==> config.mk <==
export PLATFORM = sky130hd
export DESIGN_NAME = lpht_ctrl
export DESIGN_NICKNAME = d
export VERILOG_FILES = /design/src/lpht_pkg.sv /design/src/lpht_ctrl.sv
export SDC_FILE = /design/constraint.sdc
export NUM_CORES = 1
export LEC_CHECK = 0
export ABC_AREA = 1
export CORE_AREA = 2 2 39 41
export DETAILED_ROUTE_END_ITERATION = 10
export DIE_AREA = 0 0 41 43
export DONT_BUFFER_PORTS = 1
export PLACE_DENSITY = 0.51
export SYNTH_ARGS = -nofsm -noshare
export SYNTH_HDL_FRONTEND = slang
export SYNTH_SLANG_ARGS = --single-unit
==> constraint.sdc <==
create_clock -name clk -period 1.8 [get_ports clk]
set_input_delay 0.27 -clock clk [delete_from_list [all_inputs] [get_ports clk]]
set_output_delay 0.27 -clock clk [all_outputs]
set_load 0.01 [all_outputs]
==> src/lpht_pkg.sv <==
// Shared types and constants for the linear-probing hash table.
// Holds the controller state type, the command and status structs and the beat layouts.
// No dependencies.
`timescale 1ns / 1ps
`default_nettype none

package lpht_pkg;

  // Default build parameters.
  localparam int DEF_TABLE_DEPTH = 1024;
  localparam int DEF_KEY_BITS    = 32;
  localparam int DEF_DATA_BITS   = 32;

  // Configuration register.
  localparam int              CFG_W          = 11;
  localparam logic [CFG_W-1:0] CFG_SIZE_RESET = 11'd1024;

  // Input beat layout: tdata holds key, data_in and home_slot from the low bit up.
  localparam int IN_TDATA_W = 80;
  localparam int IN_TUSER_W = 2;
  localparam int FIELD_W    = 32;
  localparam int KEY_LSB    = 0;
  localparam int DATA_LSB   = 32;
  localparam int HOME_LSB   = 64;
  localparam int HOME_W     = 10;

  // Output beat layout: tdata holds data_out, tuser holds status.
  localparam int OUT_TDATA_W = 32;
  localparam int OUT_TUSER_W = 1;

  // Operation codes.
  localparam logic [IN_TUSER_W-1:0] OP_INSERT = 2'd0;
  localparam logic [IN_TUSER_W-1:0] OP_REMOVE = 2'd1;
  localparam logic [IN_TUSER_W-1:0] OP_SEARCH = 2'd2;

  // Result status codes.
  localparam logic STATUS_OK   = 1'b0;
  localparam logic STATUS_FAIL = 1'b1;

  // Home slot reduction: two remainder bits per cycle.
  localparam int MOD_RADIX_BITS = 2;
  localparam int MOD_STEPS      = HOME_W / MOD_RADIX_BITS;
  localparam int MOD_CNT_W      = $clog2(MOD_STEPS);

  typedef enum logic [2:0] {
    ST_CLEAR,
    ST_IDLE,
    ST_MOD,
    ST_READ,
    ST_CHECK,
    ST_RESP
  } state_t;

  // Commands from the controller to the datapath.
  typedef struct packed {
    logic clear_we;
    logic load;
    logic mod_step;
    logic probe_init;
    logic advance;
    logic wr_entry;
    logic wr_del;
    logic set_ok;
    logic set_found;
    logic out_load;
  } cmd_t;

  // Status from the datapath to the controller.
  typedef struct packed {
    logic clear_done;
    logic mod_done;
    logic op_insert;
    logic op_lookup;
    logic op_remove;
    logic slot_free;
    logic slot_empty;
    logic key_match;
    logic last_probe;
  } sts_t;

endpackage

`default_nettype wire

==> src/lpht_ctrl.sv <==
// Controller for the linear-probing hash table: clearing pass, request sequencing
// and the output valid flag. Depends on lpht_pkg.
`timescale 1ns / 1ps
`default_nettype none

module lpht_ctrl (
  input  wire logic          clk,
  input  wire logic          rst_n,
  input  wire logic          in_tvalid,
  output logic               in_tready,
  output logic               out_tvalid,
  input  wire logic          out_tready,
  input  wire lpht_pkg::sts_t sts,
  output lpht_pkg::cmd_t     cmd
);
  import lpht_pkg::*;

  state_t state_r, state_nxt;
  logic   out_tvalid_r, out_tvalid_nxt;
  logic   out_free;

  // The output register can take a result when empty or being drained this cycle.
  assign out_free = !out_tvalid_r || out_tready;

  // Next state.
  always_comb begin
    state_nxt = state_r;
    case (state_r)
      ST_CLEAR: begin
        if (sts.clear_done) state_nxt = ST_IDLE;
      end
      ST_IDLE: begin
        if (in_tvalid) state_nxt = ST_MOD;
      end
      ST_MOD: begin
        if (sts.mod_done) begin
          if (sts.op_insert || sts.op_lookup) state_nxt = ST_READ;
          else                                state_nxt = ST_RESP;
        end
      end
      ST_READ: begin
        state_nxt = ST_CHECK;
      end
      ST_CHECK: begin
        if (sts.op_insert) begin
          if (sts.slot_free || sts.last_probe) state_nxt = ST_RESP;
          else                                 state_nxt = ST_READ;
        end else begin
          if (sts.slot_empty || sts.key_match || sts.last_probe) state_nxt = ST_RESP;
          else                                                   state_nxt = ST_READ;
        end
      end
      ST_RESP: begin
        if (out_free) state_nxt = ST_IDLE;
      end
      default: begin
        state_nxt = ST_CLEAR;
      end
    endcase
  end

  // Commands and handshake outputs.
  always_comb begin
    cmd       = '0;
    in_tready = 1'b0;
    case (state_r)
      ST_CLEAR: begin
        cmd.clear_we = 1'b1;
      end
      ST_IDLE: begin
        in_tready = 1'b1;
        cmd.load  = in_tvalid;
      end
      ST_MOD: begin
        cmd.mod_step   = 1'b1;
        cmd.probe_init = sts.mod_done;
      end
      ST_READ: begin
        cmd = '0;
      end
      ST_CHECK: begin
        if (sts.op_insert) begin
          if (sts.slot_free) begin
            cmd.wr_entry = 1'b1;
            cmd.set_ok   = 1'b1;
          end else begin
            cmd.advance = !sts.last_probe;
          end
        end else if (!sts.slot_empty) begin
          if (sts.key_match) begin
            cmd.set_ok    = 1'b1;
            cmd.set_found = 1'b1;
            cmd.wr_del    = sts.op_remove;
          end else begin
            cmd.advance = !sts.last_probe;
          end
        end
      end
      ST_RESP: begin
        cmd.out_load = out_free;
      end
      default: begin
        cmd = '0;
      end
    endcase
  end

  // Output valid flag: set on a result load, cleared once the beat is taken.
  always_comb begin
    out_tvalid_nxt = out_tvalid_r;
    if (cmd.out_load)    out_tvalid_nxt = 1'b1;
    else if (out_tready) out_tvalid_nxt = 1'b0;
  end

  always_ff @(posedge clk) begin
    if (!rst_n) begin
      state_r      <= ST_CLEAR;
      out_tvalid_r <= 1'b0;
    end else begin
      state_r      <= state_nxt;
      out_tvalid_r <= out_tvalid_nxt;
    end
  end

  assign out_tvalid = out_tvalid_r;

`ifndef SYNTHESIS
  // A result is never loaded over one that is still waiting.
  a_no_overwrite: assert property (@(posedge clk) disable iff (!rst_n)
    (out_tvalid_r && !out_tready) |-> !cmd.out_load)
    else $error("result loaded over a pending beat");
`endif

endmodule

`default_nettype wire

==> impl_metrics.yaml <==
grt:
  grt_pass1_wl_mm: 1.19
  grt_overflow: 0
  track_usage: 0.0983
  first_global_vias: 344
  grt_max_degree: 8
  antenna_found_initial: 0
die:
  ioPinCount: 25
  dieHeight_um: 43
  fp.dieW_um: 41
  initial_core_util: 0.283
  die-area_um2: 1760
  core_area_um2: 1380
  row_count: 14
routing:
  dr_total_vias: 427
  drc: 0
  wl_per_cell_um: 9.42
  first_pass_iters: 4
  ant_nets: 0
  routed_via_density: 4.69
  drt_iter0_drc: 4
  wirelength_um: 857
sta:
  clock.fmax_ghz: 0.636
  fin_skew_ns: 0.00505
  worst_slack_ns: 0.228
  final.period_utilization: 0.873
  tightest_slew_ns: 0.520
  finalSetupViolations: 0
  min_period_ns: 1.57
  rsz0062_at_grt: "no"
  maxSlewViolCount: 0
  finalSetupTns_ns: 0
  whs_ns: 0.235
  slew_headroom: 0.650
  hold_viol: 0
cts:
  clkLatencyLatePin_ns: 0.23
  htreeDepth: 1
  path_clk_slew_ns: 0.04
  clockRootBuffer: "clkbuf_4"
  cts_inserted_buffers: 3
  cts_tree: "yes"
  hold_buffers: 0
  cts_sinks: 4
  cts_max_path_buffers: 2
critical_path:
  crit_type: "reg -> out"
  crit_path_max_fanout: 7
  crit_required_ns: 1.53
  cp.arrival_ns: 1.30
  startpoint: "state_r[2]$_SDFFE_PN0P_"
  crit_path_end_kind: "primary output"
  crit_path_start_kind: "flop"
  timing.rr.start: "state_r[0]$_SDFFE_PN0P_"
finish:
  fillerInstances: 176
  area_growth_pct: 10.2
  drive_gt1_frac: 0.147
  post-route-util: 0.312
  final_nets: 90
  design_area_um2: 432
  diodes: 0
yosys:
  yosys_warnings: 0
  synth_top_area_cell: "dfxtp_1"
  synth_top_area_frac: 0.204
  syn_area_um2: 392
  synth_fp_nets: 86
  synth_cell_types: 15
  synth_area_leaders: "dfxtp_1 20%, inv_1 15%, nand2_1 12%"
  syn_inst: 73
  synth_seq_area_share: 0.204
  synth_seq_cells: 4
  avgSynthCellArea_um2: 5.36
pwr:
  p_leak_nw: 0.234
  ir_worst_vdd_mv: 0.403
  power.density_nw_per_um2: 982
min_path:
  worstHoldStart: "rst_n"
  min_path_type: "in -> reg"
outcome:
  status: "complete, no violations"
placed_design:
  place.detailed.hpwl_um: 741
  port_buffers: 0
  place_ws_ns: 0.356
  globalplace.congestion: 0.791
  postPlaceCellArea_um2: 404
job:
  cap_violations: 0
[cells in the mapped netlist]
library cell and number:
nor3_1 1, a21oi_1 7, nand2_1 13, nand3_1 9
o21ai_0 3, nor2_2 3, nor3_2 1, nor4_1 1
nand3b_1 1, nor3b_1 1, dfxtp_1 4, inv_2 3
buf_4 1, inv_1 16, nor2_1 9
[cells in the final DEF (no fill, tap or decap), types with 3 or more instances in the layout]
cell      netlist  final
a21oi_1         7      7
nand2_1        13     13
nor2_2          3      3
dfxtp_1         4      4
nand3_1         9      9
inv_1          16     16
inv_2           3      3
clkbuf_4        0      3
o21ai_0         3      3
nor2_1          9      9
[per-layer routing]
metal  share of wire  GRT usage  wire length [um]
met1            0.42     0.0897               356
met2            0.52      0.172               449
met3           0.061     0.0157                52
met4               0     0.0800                 0
met5               0          0                 0
[final cells by class]
| class | count | area, um2 | area share |
|---|---|---|---|
| Sequential cell | 4 | 80.1 | 0.186 |
| Tap cell | 16 | 20.0 | 0.0464 |
| Inverter | 19 | 71.3 | 0.165 |
| Multi-Input combinational cell | 49 | 238 | 0.551 |
| Clock buffer | 3 | 22.5 | 0.0522 |
[worst paths after layout]
kind	cells past startpoint	endpoint	slack (ns)
worst min-delay path	2	out_tvalid$_SDFFE_PN0P_	0.23
worst min register to register	2	state_r[0]$_SDFFE_PN0P_	0.56
worst max-delay path	4	cmd[3]	0.23
worst max register to register	6	state_r[1]$_SDFFE_PN0P_	0.46
[through the flow]
stage	cells	total power [mW]
floorplan	73	0.286
global placement	88	0.319
detailed placement	88	0.320
CTS	91	0.435
global route	91	0.462
finish	91	0.424
[cell families (layout without fill, tap and decap cells)]
logic type / Yosys count / in the layout / synth area share
buffers and inverters: 20 / 22 / 0.201
AO/OA/AOI/OAI: 10 / 10 / 0.128
AND/OR/NAND/NOR: 39 / 39 / 0.466
flip-flops: 4 / 4 / 0.204
[repair_timing]
| item | CTS | global route |
|---|---|---|
| buffers inserted | 0 | 0 |
| gates resized for setup | 0 | 1 |
| setup endpoints to repair | 0 | 1 |
| endpoints found under the hold margin | 0 | 0 |
[registers in the layout, indices dropped and copies added (netlist names)]
| register | cells |
|---|---|
| state_r | 3 |
| out_tvalid | 1 |
[report_power, final]
group	total (mW)	switching, mW	internal (mW)
registers	0.134	0.0296	0.105
logic	0.180	0.122	0.0588
clock network	0.109	0.0345	0.0744
total	0.424	0.186	0.238
[worst max-delay path, stage by stage, from the launching register on]
cell and delay, ns:
dfxtp_1 0.45, inv_2 0.09, nor3_2 0.18, inv_1 0.12
nor3b_2 0.24
No activity file was read; power rests on OpenSTA's default activity.
